## config.mk

```make
export PLATFORM = sky130hd
export DESIGN_NAME = periodic_oneshot_timer_bank
export DESIGN_NICKNAME = d
export VERILOG_FILES = /design/src/sv/potb_pkg.sv /design/src/sv/periodic_oneshot_timer_bank.sv
export SDC_FILE = /design/constraint.sdc
export NUM_CORES = 1
export LEC_CHECK = 0
export ABC_CLOCK_PERIOD_IN_PS = 7100
export BUFFER_PORTS_ARGS = -buffer_cell sky130_fd_sc_hd__buf_4
export CAP_MARGIN = 40
export CORE_MARGIN = 5
export CORE_UTILIZATION = 43
export CTS_CLUSTER_DIAMETER = 200
export CTS_CLUSTER_SIZE = 16
export DETAILED_ROUTE_END_ITERATION = 10
export GPL_ROUTABILITY_DRIVEN = 0
export PLACE_DENSITY_LB_ADDON = 0.1
export REMOVE_ABC_BUFFERS = 1
export SYNTH_ARGS = -nofsm -noshare
export SYNTH_HDL_FRONTEND = slang
export SYNTH_SLANG_ARGS = --single-unit
```

## constraint.sdc

```tcl
create_clock -name clk -period 7.1 [get_ports clk]
set_input_delay 1.065 -clock clk [delete_from_list [all_inputs] [get_ports clk]]
set_output_delay 1.065 -clock clk [all_outputs]
set_load 0.01 [all_outputs]
```

## src/sv/potb_pkg.sv

```systemverilog
// Shared types and constants for the periodic/one-shot timer bank.
package potb_pkg;

  localparam int NUM_TIMERS = 8;
  localparam int IDX_W      = $clog2(NUM_TIMERS);
  localparam int TICK_BITS  = 16;

  typedef enum logic [3:0] {
    OP_TICK      = 4'd0,
    OP_ENABLE    = 4'd1,
    OP_DISABLE   = 4'd2,
    OP_ONESHOT   = 4'd3,
    OP_RELOAD    = 4'd4,
    OP_OVERFLOW  = 4'd5,
    OP_REMAINING = 4'd6,
    OP_TARGET    = 4'd7,
    OP_FAULT     = 4'd8,
    OP_CONSUMED  = 4'd9
  } op_t;

  typedef enum logic [2:0] {
    KIND_ACK      = 3'd0,
    KIND_SIGNAL   = 3'd1,
    KIND_FATAL    = 3'd2,
    KIND_TICK_OVF = 3'd3,
    KIND_BAD_ID   = 3'd4,
    KIND_EMPTY    = 3'd5
  } kind_t;

  typedef enum logic [2:0] {
    ST_IDLE,
    ST_DECODE,
    ST_OVF,
    ST_SCAN,
    ST_FIRE,
    ST_EMIT,
    ST_WAIT
  } state_t;

  // One result item.
  typedef struct packed {
    logic [2:0]  kind;
    logic [7:0]  which_timer;
    logic [7:0]  dest_task;
    logic [7:0]  sent_signals;
    logic [7:0]  error_code;
    logic [15:0] reply_value;
    logic        last;
  } result_t;

endpackage

```

## src/sv/periodic_oneshot_timer_bank.sv

```systemverilog
// Top level of the timer bank: sequencer, timer state and output register.
//
// Channel | Dir | tdata fields (low bit up)                              | tuser | tlast
// in_     | in  | op, timer_index, pending_ticks, tick_value,            | -     | -
//         |     | target_task, target_signals, fault_code (64 bits)      |       |
// out_    | out | kind, which_timer, dest_task, sent_signals,            | -     | last
//         |     | error_code, reply_value (56 bits)                      |       |
//
// With out_tready high, a configure or query op goes through decode, emit (or fire) and
// wait, an unknown op or a bad index through decode and wait, and a tick with nothing
// pending from decode back to idle. A tick scans the timers: one shared compare/add unit
// checks one timer a cycle while no result waits; each fired timer goes through fire and
// wait, and the scan stops after the last match. A tick overflow result goes out first.
// rst_n is synchronous; it clears the counter, all flags and all timer words.
// in_tready is high only in the idle state; every result waits for out_tready.
module periodic_oneshot_timer_bank (
  input  logic        clk,
  input  logic        rst_n,
  input  logic        in_tvalid,
  output logic        in_tready,
  input  logic [63:0] in_tdata,   // op[3:0] idx[11:4] pend[19:12] tval[35:20]
                                  // task[43:36] sigs[51:44] fault[59:52]
  output logic        out_tvalid,
  input  logic        out_tready,
  output logic [55:0] out_tdata,  // kind[2:0] which[10:3] task[18:11] sigs[26:19]
                                  // err[34:27] reply[50:35]
  output logic        out_tlast
);

  localparam int N = potb_pkg::NUM_TIMERS;

  potb_pkg::state_t state_r, state_nxt;

  logic [3:0]  op_r;
  logic [7:0]  idx_r;
  logic [7:0]  pend_r;
  logic [15:0] tval_r;
  logic [7:0]  task_in_r;
  logic [7:0]  sigs_in_r;
  logic [7:0]  fault_in_r;

  logic [potb_pkg::TICK_BITS-1:0] tick_count_r;
  logic [N-1:0]  armed_r, overrun_r, outst_r;
  logic [15:0]   expiry_r [N];
  logic [15:0]   reload_r [N];
  logic [7:0]    tfault_r [N];
  logic [7:0]    ttask_r  [N];
  logic [7:0]    tsigs_r  [N];

  logic [potb_pkg::IDX_W-1:0] scan_r, scan_nxt;
  logic                      oneshot_r; // clear reload after firing

  potb_pkg::result_t res_r, res_nxt;
  logic              res_valid_r, res_valid_nxt;

  // Shared adder: expiry or now plus reload, and the remaining-time subtract.
  logic [potb_pkg::IDX_W-1:0] sel;
  logic [15:0] now16, add_a, add_b, add_y;
  logic        sub_mode;
  logic        idx_ok;
  logic        is_last_scan;
  logic        hit;

  assign now16  = 16'(tick_count_r);
  assign idx_ok = (idx_r < 8'(N));
  assign sel    = (state_r == potb_pkg::ST_SCAN || state_r == potb_pkg::ST_FIRE) &&
                  (op_r == potb_pkg::OP_TICK) ? scan_r : idx_r[potb_pkg::IDX_W-1:0];
  assign add_b  = sub_mode ? ~now16 : reload_r[sel];
  assign add_y  = add_a + add_b + {15'd0, sub_mode};
  assign hit    = armed_r[sel] && (expiry_r[sel] == now16);
  assign is_last_scan = (scan_r == potb_pkg::IDX_W'(N - 1));

  always_comb begin
    sub_mode = (op_r == potb_pkg::OP_REMAINING);
    if (sub_mode) begin
      add_a = expiry_r[sel];
    end else if (op_r == potb_pkg::OP_TICK) begin
      add_a = expiry_r[sel];
    end else begin
      add_a = now16;
    end
  end

  assign in_tready  = (state_r == potb_pkg::ST_IDLE);
  assign out_tvalid = res_valid_r;
  assign out_tlast  = res_r.last;
  assign out_tdata  = {5'd0, res_r.reply_value, res_r.error_code, res_r.sent_signals,
                       res_r.dest_task, res_r.which_timer, res_r.kind};

  // Armed match after a timer; incl also takes the timer itself.
  function automatic logic later_hit(input logic [potb_pkg::IDX_W-1:0] from,
                                     input logic incl,
                                     input logic [N-1:0] arm,
                                     input logic [15:0] t,
                                     input logic [15:0] ex [N]);
    logic r;
    r = 1'b0;
    for (int k = 0; k < N; k++) begin
      if ((k > int'(from) || (incl && k == int'(from))) && arm[k] && ex[k] == t) r = 1'b1;
    end
    return r;
  endfunction

  // Next state.
  always_comb begin
    state_nxt = state_r;
    case (state_r)
      potb_pkg::ST_IDLE: begin
        if (in_tvalid) state_nxt = potb_pkg::ST_DECODE;
      end
      potb_pkg::ST_DECODE: begin
        if (op_r == potb_pkg::OP_TICK) begin
          if (pend_r == 8'd0) state_nxt = potb_pkg::ST_IDLE;
          else if (pend_r > 8'd1) state_nxt = potb_pkg::ST_OVF;
          else state_nxt = potb_pkg::ST_SCAN;
        end else if (op_r > potb_pkg::OP_CONSUMED || !idx_ok) begin
          state_nxt = potb_pkg::ST_WAIT;
        end else if ((op_r == potb_pkg::OP_ENABLE || op_r == potb_pkg::OP_ONESHOT) &&
                     ((op_r == potb_pkg::OP_ONESHOT) ? (tval_r == 16'd0)
                                                     : (reload_r[sel] == 16'd0))) begin
          state_nxt = potb_pkg::ST_FIRE;
        end else begin
          state_nxt = potb_pkg::ST_EMIT;
        end
      end
      potb_pkg::ST_OVF: state_nxt = potb_pkg::ST_WAIT;
      potb_pkg::ST_SCAN: begin
        if (hit) state_nxt = potb_pkg::ST_FIRE;
        else if (is_last_scan) state_nxt = potb_pkg::ST_IDLE;
      end
      potb_pkg::ST_FIRE: state_nxt = potb_pkg::ST_WAIT;
      potb_pkg::ST_EMIT: state_nxt = potb_pkg::ST_WAIT;
      potb_pkg::ST_WAIT: begin
        // A tick goes on scanning until its final result has left.
        if (out_tready) begin
          if (op_r == potb_pkg::OP_TICK && !res_r.last) state_nxt = potb_pkg::ST_SCAN;
          else state_nxt = potb_pkg::ST_IDLE;
        end
      end
      default: state_nxt = potb_pkg::ST_IDLE;
    endcase
  end

  // Result register, its valid flag and the scan pointer.
  always_comb begin
    res_nxt       = res_r;
    res_valid_nxt = res_valid_r && !out_tready;
    scan_nxt      = scan_r;
    case (state_r)
      potb_pkg::ST_IDLE: begin
        if (in_tvalid) scan_nxt = '0;
      end
      potb_pkg::ST_DECODE: begin
        res_nxt = '0;
        if (op_r != potb_pkg::OP_TICK) begin
          if (op_r > potb_pkg::OP_CONSUMED) begin
            res_nxt.kind  = potb_pkg::KIND_ACK;
            res_nxt.last  = 1'b1;
            res_valid_nxt = 1'b1;
          end else if (!idx_ok) begin
            res_nxt.kind        = potb_pkg::KIND_BAD_ID;
            res_nxt.which_timer = idx_r;
            res_nxt.last        = 1'b1;
            res_valid_nxt       = 1'b1;
          end
        end
      end
      potb_pkg::ST_OVF: begin
        // The counter has advanced; last when no timer matches the new time.
        res_nxt       = '0;
        res_nxt.kind  = potb_pkg::KIND_TICK_OVF;
        res_nxt.last  = !later_hit(scan_r, 1'b1, armed_r, now16, expiry_r);
        res_valid_nxt = 1'b1;
      end
      potb_pkg::ST_SCAN: begin
        if (!hit && !is_last_scan) scan_nxt = scan_r + 1'b1;
      end
      potb_pkg::ST_FIRE: begin
        res_nxt = '0;
        res_nxt.which_timer = 8'(sel);
        if (tfault_r[sel] != 8'd0) begin
          res_nxt.kind       = potb_pkg::KIND_FATAL;
          res_nxt.error_code = tfault_r[sel];
        end else begin
          res_nxt.kind         = potb_pkg::KIND_SIGNAL;
          res_nxt.dest_task    = ttask_r[sel];
          res_nxt.sent_signals = tsigs_r[sel];
        end
        res_nxt.last = (op_r != potb_pkg::OP_TICK) || is_last_scan ||
                       !later_hit(scan_r, 1'b0, armed_r, now16, expiry_r);
        res_valid_nxt = 1'b1;
        if (op_r == potb_pkg::OP_TICK && !is_last_scan) scan_nxt = scan_r + 1'b1;
      end
      potb_pkg::ST_EMIT: begin
        res_nxt = '0;
        res_nxt.kind        = potb_pkg::KIND_ACK;
        res_nxt.which_timer = idx_r;
        case (op_r)
          potb_pkg::OP_OVERFLOW:  res_nxt.reply_value = {15'd0, overrun_r[sel]};
          potb_pkg::OP_REMAINING: res_nxt.reply_value = armed_r[sel] ? add_y : 16'd0;
          potb_pkg::OP_TARGET: begin
            if (sigs_in_r == 8'd0) res_nxt.kind = potb_pkg::KIND_EMPTY;
          end
          default: ;
        endcase
        res_nxt.last  = 1'b1;
        res_valid_nxt = 1'b1;
      end
      default: ;
    endcase
  end

  // Sequencer registers and timer state.
  always_ff @(posedge clk) begin
    if (!rst_n) begin
      state_r      <= potb_pkg::ST_IDLE;
      tick_count_r <= '0;
      armed_r      <= '0;
      overrun_r    <= '0;
      outst_r      <= '0;
      res_r        <= '0;
      res_valid_r  <= 1'b0;
      scan_r       <= '0;
      oneshot_r    <= 1'b0;
      for (int k = 0; k < N; k++) begin
        expiry_r[k] <= '0;
        reload_r[k] <= '0;
        tfault_r[k] <= '0;
        ttask_r[k]  <= '0;
        tsigs_r[k]  <= '0;
      end
    end else begin
      state_r     <= state_nxt;
      res_r       <= res_nxt;
      res_valid_r <= res_valid_nxt;
      scan_r      <= scan_nxt;
      case (state_r)
        potb_pkg::ST_IDLE: begin
          if (in_tvalid) begin
            op_r       <= in_tdata[3:0];
            idx_r      <= in_tdata[11:4];
            pend_r     <= in_tdata[19:12];
            tval_r     <= in_tdata[35:20];
            task_in_r  <= in_tdata[43:36];
            sigs_in_r  <= in_tdata[51:44];
            fault_in_r <= in_tdata[59:52];
            oneshot_r  <= 1'b0;
          end
        end
        potb_pkg::ST_DECODE: begin
          if (op_r == potb_pkg::OP_TICK) begin
            if (pend_r != 8'd0) tick_count_r <= tick_count_r + 1'b1;
          end else if (op_r == potb_pkg::OP_ONESHOT && idx_ok) begin
            reload_r[sel] <= tval_r;
            oneshot_r     <= 1'b1;
          end
        end
        potb_pkg::ST_FIRE: begin
          // Re-arm through the shared adder, or disarm on a zero reload.
          if (reload_r[sel] != 16'd0) expiry_r[sel] <= add_y;
          else armed_r[sel] <= 1'b0;
          if (oneshot_r) reload_r[sel] <= '0;
          if (tfault_r[sel] == 8'd0) begin
            if (outst_r[sel]) overrun_r[sel] <= 1'b1;
            outst_r[sel] <= 1'b1;
          end
        end
        potb_pkg::ST_EMIT: begin
          case (op_r)
            potb_pkg::OP_ENABLE, potb_pkg::OP_ONESHOT: begin
              expiry_r[sel] <= add_y;
              armed_r[sel]  <= 1'b1;
              if (oneshot_r) reload_r[sel] <= '0;
            end
            potb_pkg::OP_DISABLE:  armed_r[sel] <= 1'b0;
            potb_pkg::OP_RELOAD:   reload_r[sel] <= tval_r;
            potb_pkg::OP_OVERFLOW: overrun_r[sel] <= 1'b0;
            potb_pkg::OP_TARGET: begin
              if (sigs_in_r != 8'd0) begin
                tfault_r[sel] <= '0;
                ttask_r[sel]  <= task_in_r;
                tsigs_r[sel]  <= sigs_in_r;
              end
            end
            potb_pkg::OP_FAULT:    tfault_r[sel] <= fault_in_r;
            potb_pkg::OP_CONSUMED: outst_r[sel] <= 1'b0;
            default: ;
          endcase
        end
        default: ;
      endcase
    end
  end

endmodule

```

==> run_results.csv, run 1 <==
group,metric,value,unit
pwr,powerDensity,266.1,nW/um^2
setup_path,worstPathCellList,"or4_1, o21ai_1, nor3b_4, buf_4, buf_4, nand2_1, nand3_1, nand4_1, nor2_1, or2_2, inv_1, fa_1, nor2b_1, o21ai_0, a21oi_1, o21ai_0, a21boi_0, o2111ai_1, nand3_1, nand2_1, o311ai_0, nand2_1, mux2i_1",
setup_path,cp_top_family,"simple AND/OR/NAND/NOR gates",
pwr,clockPowerShare,0.281,
setup_path,cpMostUsedCell,"nand2_1",
global_route,grt_pass1_wl,142100,um
setup_path,worst_path_largest_cell_delay,750,ps
timing,layout_setup_ws,444.8,ps
yosys,synthCells,2799,
yosys,synth_enable_flop_cells,380,
pwr,p_leak,0.01297,uW
timing,post-route-period-util,0.9374,
cells_and_area,nNetsFinal,2953,
routing,wl_per_cell,25.60,um
timing,fin_setup_tns,0,ps
yosys,yosysWarningCount,0,
setup_path,crit_path_end_kind,"register",
cells_and_area,num_antenna_cells,0,
floorplanning,die_h,270.5,um
cells_and_area,syn_to_final_growth,11.40,%
setup_path,path_max_fanout,20,
floorplanning,rows,95,
yosys,yosysTopAreaCell,"edfxtp_1",
timing,worst_pin_slew,921.4,ps
clock_network,cts_setup_buffers,0,
setup_path,cp.required,7610,ps
pwr,power_frac_seq,0.475,
clock_network,clk_transition_reported_paths,90,ps
routing,drt-initial-drc-count,2438,
timing,slew_violations,0,
place,pre_cts_ws,618.7,ps
clock_network,cts-root-buf,"clkbuf_16",
job,cap_viol_max_count,0,
timing,rsz0062_at_grt,"false",
place,io_buffers,117,
min_path,min_path_type,"reg -> reg",
yosys,netlist_area,29180,um^2
pwr,switching_share,0.3338,
floorplanning,core,67280,um^2
run_status,status,"finished, final reports clean",
setup_path,crit_buf_inv,3,
clock_network,ctsResizeCount,0,
clock_network,cts_tree,"done",
setup_path,slowest_stage,"or4_1",
pwr,p_comb_frac,0.244,
routing,vias,22520,
timing,slew_headroom,0.3849,
routing,vias_per_cell,5.982,
pwr,ir_worst_vdd,0.2376,mV
yosys,ys_ff_latch,608,
global_route,grt_pass1_vias,21780,
global_route,antenna_found_initial,0,
yosys,synthFlopType,"edfxtp_1",
global_route,grt_max_degree,133,
clock_network,clock-sinks,608,
timing,hold_viol_final,0,
setup_path,timing_worst_setup_path_type,"reg -> reg",
yosys,synth_cell_types,83,
cells_and_area,drive_above_1_share,0.1183,
timing,fin_crit,6655,ps
clock_network,cts_hold_buf,0,
clock_network,clk_path_buf_depth,3,
yosys,ys_top_cells_by_area,"edfxtp_1 39%, dfxtp_1 16%, mux2i_1 5.5%",
timing,skew,29.78,ps
place,dp_hpwl,64180,um
timing,setup_viol,0,
floorplanning,io_pins,127,
floorplanning,die_w,270.5,um
floorplanning,start_util,0.4337,
pwr,p_int,5762,uW
clock_network,ctsHtreeMaxLevel,2,
yosys,seq_area_frac_synth,0.5475,
timing,max_freq,0.1503,GHz
routing,finalWirelength,96340,um
yosys,netlist.area_leader.share,0.3911,
yosys,syn_avg_cell_area,10.42,um^2
setup_path,arrival,7170,ps
routing,first_pass_iters,6,
pwr,p_sw,2887,uW
setup_path,cp-start-kind,"register",
routing,ant_nets,0,
cells_and_area,fillers,6243,
routing,route.detailed.drc,0,
clock_network,cts_buffers,43,
yosys,synth-async-reset-ratio,0,
floorplanning,fp.dieArea,73160,um^2
global_route,grt_use_total,0.2528,
global_route,overflow,0,
clock_network,clkLatencyLatePin,610,ps
worst reg2reg max path, stage by stage, from the launching register on:
cell and delay (ps):
edfxtp_1 560, or4_1 750, o21ai_1 240, nor3b_4 630
buf_4 420, buf_4 280, nand2_1 80, nand3_1 80
nand4_1 170, nor2_1 110, or2_2 120, inv_1 50
fa_1 430, nor2b_1 120, o21ai_0 120, a21oi_1 220
o21ai_0 170, a21boi_0 370, o2111ai_1 180, nand3_1 140
nand2_1 100, o311ai_0 470, nand2_1 450, mux2i_1 280
per-stage QoR:
| stage | power [uW] | instances | hold WS [ps] | util | cell area (um^2) |
|---|---|---|---|---|---|
| 4_1_cts | 8653 | 3764 | 470.1 | 0.4831 | 32500 |
| 3_3_place_gp | 6215 | 3677 | 443.9 | 0.4623 | 31100 |
| 2_1_floorplan | 5309 | 2589 | 434.2 | - | 28240 |
| 6_report | 8648 | 3764 | 470.9 | 0.4831 | 32500 |
| 5_1_grt | 8970 | 3764 | 489.1 | 0.4831 | 32500 |
| 3_5_place_dp | 6269 | 3691 | 457.2 | 0.4649 | 31280 |
synthesized netlist by cell type (23+ instances only):
master,count
o22ai_1,125
mux2i_1,161
buf_2,27
and3_1,137
xnor2_1,107
inv_1,25
nand2_1,359
nand3_1,70
buf_1,23
nor2_1,291
nand4_1,33
nor4_1,41
nor3_1,39
xor2_1,58
o21ai_0,71
a21oi_1,56
edfxtp_1,380
nor2b_1,52
dfxtp_1,228
clkbuf_1,145
a22oi_1,75
cells by family after synthesis:
kind of cell    synth area share
compound gates            0.1116
xor+xnor                 0.04953
fa+ha+maj                0.01029
buf+inv                  0.03602
flops                     0.5475
mux                      0.06291
other cells            0.0001285
simple gates              0.1820
layout by cell type (no fill, tap or decap), types with 6 or more instances in the layout:
| cell | count |
|---|---|
| edfxtp_1 | 380 |
| nand2_1 | 358 |
| nor2_1 | 290 |
| dfxtp_1 | 228 |
| buf_4 | 217 |
| mux2i_1 | 153 |
| and3_1 | 136 |
| o22ai_1 | 125 |
| xnor2_1 | 107 |
| a22oi_1 | 75 |
| nand3_1 | 70 |
| o21ai_0 | 62 |
| xor2_1 | 58 |
| a21oi_1 | 55 |
| nor2b_1 | 52 |
| clkbuf_16 | 44 |
| nor4_1 | 40 |
| nor3_1 | 38 |
| nand4_1 | 33 |
| clkbuf_1 | 27 |
| inv_1 | 25 |
| o211ai_1 | 20 |
| and2_1 | 20 |
| ha_1 | 20 |
| o31ai_1 | 18 |
| mux2_2 | 16 |
| a31oi_1 | 13 |
| o221ai_1 | 13 |
| a21boi_0 | 11 |
| o21ai_1 | 10 |
| a22o_1 | 10 |
| nand2b_1 | 9 |
| a211oi_1 | 8 |
| nand3_4 | 8 |
| a221oi_1 | 7 |
| or3_1 | 7 |
| nand3b_1 | 6 |
per-layer routing:
metal / wire length, um / GRT usage
met2: 43800 / 0.4023
met4: 3520 / 0.08384
met1: 41550 / 0.3524
met3: 7461 / 0.04475
met5: 0 / 0
power groups by stage:
stage	Sequential [uW]	Combinational (uW)	Clock, uW
floorplan	4160	1150	0
global placement	4180	2040	0
detailed placement	4180	2090	0
CTS	4100	2090	2460
global route	4130	2250	2590
finish	4110	2110	2430
final cells by class:
type                    instances  area (um^2)  area share
flip-flops and latches        608        15980      0.4915
multi-input cells            1954        12300      0.3785
repair buffers                229         1804     0.05551
clock buffers                  71         1202     0.03699
well taps                     873         1092     0.03361
inverters                      27        101.3    0.003118
clock inverters                 2        25.02   0.0007699
path summary, 6_finish.rpt:
check / from / to / slack, ps / cells after the start
worst max-delay path: op_r[1] / expiry_r[14] / 440 / 23
worst min-delay path: oneshot_r / oneshot_r / 470 / 2
worst max register to register: op_r[1] / expiry_r[14] / 440 / 23
worst min register to register: oneshot_r / oneshot_r / 470 / 2
registers in the layout (all words and copies together), names as in the netlist, named ones only:
| register | cells |
|---|---|
| out_tdata | 51 |
| ttask_r | 64 |
| now16 | 16 |
| out_tlast | 1 |
| scan_r | 3 |
| op_r | 4 |
| oneshot_r | 1 |
| sigs_in_r | 8 |
| tfault_r | 64 |
| expiry_r | 128 |
| reload_r | 128 |
| state_r | 3 |
| tval_r | 16 |
| fault_in_r | 8 |
| tsigs_r | 64 |
| task_in_r | 8 |
| out_tvalid | 1 |
| pend_r | 8 |
| idx_r | 8 |
Note: power is estimated with default switching activity, not from simulation.
==> run 2, diff against run 1 <==
Settings changed: ABC_AREA from default to 1, BUFFER_PORTS_ARGS -buffer_cell sky130_fd_sc_hd__buf_4 to -buffer_cell sky130_fd_sc_hd__buf_2.
==> run_results.csv, run 2 <==
group,metric,value,unit
run_status,status,"finished, final reports clean",
yosys,post-synth-top-count-cell,"nor2_1",
routing,vias_per_cell,5.576,
clock_network,cts_tree,"done",
global_route,grt_use_total,0.2566,
setup_path,crit_path_end_kind,"register",
yosys,ys_ff_latch,608,
timing,fin_crit,5749,ps
yosys,seq_area_frac_synth,0.5453,
routing,vias,24860,
floorplanning,die_w,271.0,um
global_route,grt_pass1_wl,146800,um
floorplanning,core,67400,um^2
clock_network,cts_hold_buf,0,
cells_and_area,nNetsFinal,3649,
cells_and_area,drive_above_1_share,0.09205,
yosys,synth-async-reset-ratio,0,
yosys,synth_enable_flop_cells,380,
setup_path,slowest_stage,"fa_1",
yosys,synth.area.mux_share,0,
min_path,min-delay-start,"out_tdata[17]",
cells_and_area,final_common_cell,"nor2_1",
yosys,yosysWarningCount,0,
clock_network,cts-root-buf,"clkbuf_16",
setup_path,worstSetupStartpoint,"op_r[0]",
yosys,synthCells,3504,
setup_path,timing_worst_setup_path_type,"reg -> reg",
yosys,synth_cell_types,59,
routing,route.detailed.drc,0,
routing,drt-initial-drc-count,2634,
floorplanning,start_util,0.4347,
yosys,synth_top_family_by_area,"simple AND/OR/NAND/NOR gates",
yosys,synthFlopType,"edfxtp_1",
setup_path,worst_path_largest_cell_delay,490,ps
yosys,synth_compound_area_frac,0.1039,
yosys,ys_top_cells_by_area,"edfxtp_1 39%, dfxtp_1 16%, nor2_1 11%",
cells_and_area,final_cell_mix,"888 x nor2_1, 684 x nand2_1, 380 x edfxtp_1",
routing,finalWirelength,96730,um
setup_path,cp_top_family,"simple AND/OR/NAND/NOR gates",
clock_network,ctsResizeCount,0,
timing,slew_headroom,0.3741,
setup_path,cp.required,7540,ps
min_path,min_path_type,"reg -> reg",
timing,layout_setup_ws,1351,ps
yosys,synth_common_cells,"891 x nor2_1, 686 x nand2_1, 380 x edfxtp_1",
yosys,netlist_area,29290,um^2
global_route,grt_max_degree,81,
setup_path,arrival,6190,ps
global_route,overflow,0,
setup_path,crit_buf_inv,2,
setup_path,cp-start-kind,"register",
place,pre_cts_ws,1488,ps
place,dp_hpwl,64260,um
cells_and_area,regArea,15980,um^2
timing,post-route-period-util,0.8097,
pwr,ir_worst_vdd,0.1542,mV
yosys,yosysTopAreaCell,"edfxtp_1",
timing,hold_viol_final,0,
timing,max_freq,0.1740,GHz
timing,setup_viol,0,
cells_and_area,multiInputGateArea,11620,um^2
yosys,synthAdderAreaFrac,0.009909,
job,cap_viol_max_count,0,
clock_network,cts_buffers,43,
clock_network,clk_path_buf_depth,3,
cells_and_area,fillers,6556,
setup_path,r2r-start,"op_r[0]",
setup_path,path_max_fanout,53,
global_route,grt_pass1_vias,24120,
clock_network,ctsHtreeMaxLevel,2,
floorplanning,rows,95,
floorplanning,io_pins,127,
setup_path,cpMostUsedCell,"nand2_1",
clock_network,clk_transition_reported_paths,80,ps
cells_and_area,num_antenna_cells,0,
timing,skew,30.20,ps
global_route,antenna_found_initial,1,
pwr,powerDensity,270.3,nW/um^2
timing,worst_pin_slew,936.6,ps
timing,slew_violations,0,
routing,wl_per_cell,21.70,um
floorplanning,die_h,271.0,um
clock_network,clkLatencyLatePin,600,ps
yosys,syn_avg_cell_area,8.360,um^2
timing,rsz0062_at_grt,"false",
routing,ant_nets,0,
routing,first_pass_iters,6,
yosys,netlist.area_leader.share,0.3895,
pwr,p_total,8661,uW
floorplanning,fp.dieArea,73450,um^2
yosys,synth_xor_area_frac,0.02413,
timing,fin_setup_tns,0,ps
clock_network,cts_setup_buffers,0,
cells_and_area,reg_top3,"expiry_r x128, reload_r x128",
cells_and_area,syn_to_final_growth,9.384,%
place,io_buffers,117,
clock_network,clock-sinks,608,
pwr,p_leak,0.01323,uW
yosys,synthSimpleGateAreaFrac,0.2569,
[run 2: changes by cell type after synthesis, moves of 39 or more]
cell	before	now
nor2b_1	52	1
o21ai_1	2	41
nor2_1	291	891
o21ai_0	71	271
and3_1	137	0
inv_1	25	176
o22ai_1	125	61
nand2_1	359	686
mux2i_1	161	0
a21oi_1	56	101
a22oi_1	75	3
xnor2_1	107	29
[run 2: cell type report]
| cell class | instances | share of cell area |
|---|---|---|
| Sequential cell | 608 | 0.4986 |
| Multi-Input combinational cell | 2493 | 0.3626 |
| Inverter | 212 | 0.02483 |
| Tap cell | 873 | 0.03409 |
| Timing Repair Buffer | 201 | 0.04295 |
| Clock inverter | 1 | 0.0002733 |
| Clock buffer | 70 | 0.03674 |
[run 2: metrics by stage]
stage               hold slack, ps    util  cells  area (um^2)
finish                       462.3  0.4754   4458        32040
CTS                          464.5  0.4754   4458        32040
floorplan                    447.7       -   3313        28360
global route                 484.3  0.4754   4458        32040
global placement             450.5  0.4527   4361        30510
detailed placement           452.2  0.4578   4387        30860
[run 2: path summary, 6_finish.rpt]
check	cells after the start	endpoint	slack, ps
worst min register to register	2	out_tdata[17]	460
worst max-delay path	28	out_tdata[49]	1350
worst max register to register	28	out_tdata[49]	1350
worst min-delay path	2	out_tdata[17]	460
[run 2: worst min-delay path: cells and delay by family, from the launching register on]
family           cells  cell delay (ps)
AO/OA/AOI/OAI        1               50
flip-flops           1              310
AND/OR/NAND/NOR      1               60
[run 2: per-layer routing]
layer / GRT usage / share of wire / up-vias
met1: 0.3483 / 0.43 / 11940
met3: 0.03668 / 0.070 / 201
met2: 0.4260 / 0.47 / 1000
met5: 0 / 0.00021 / -
li1: - / - / 11710
met4: 0.08290 / 0.033 / 2
[run 2: power breakdown]
group / internal [uW] / switching [uW] / leakage [uW]
clock: 1130 / 1240 / 0.000566
combinational: 603 / 1570 / 0.00696
sequential: 3960 / 151 / 0.00570
[run 2: logic make-up (layout without fill, tap and decap cells)]
family,count (synthesis),count (layout)
simple gates,1845,1845
flops,608,608
compound gates,542,542
buf+inv,407,484
xor+xnor,79,79
fa+ha+maj,22,22
other cells,1,5
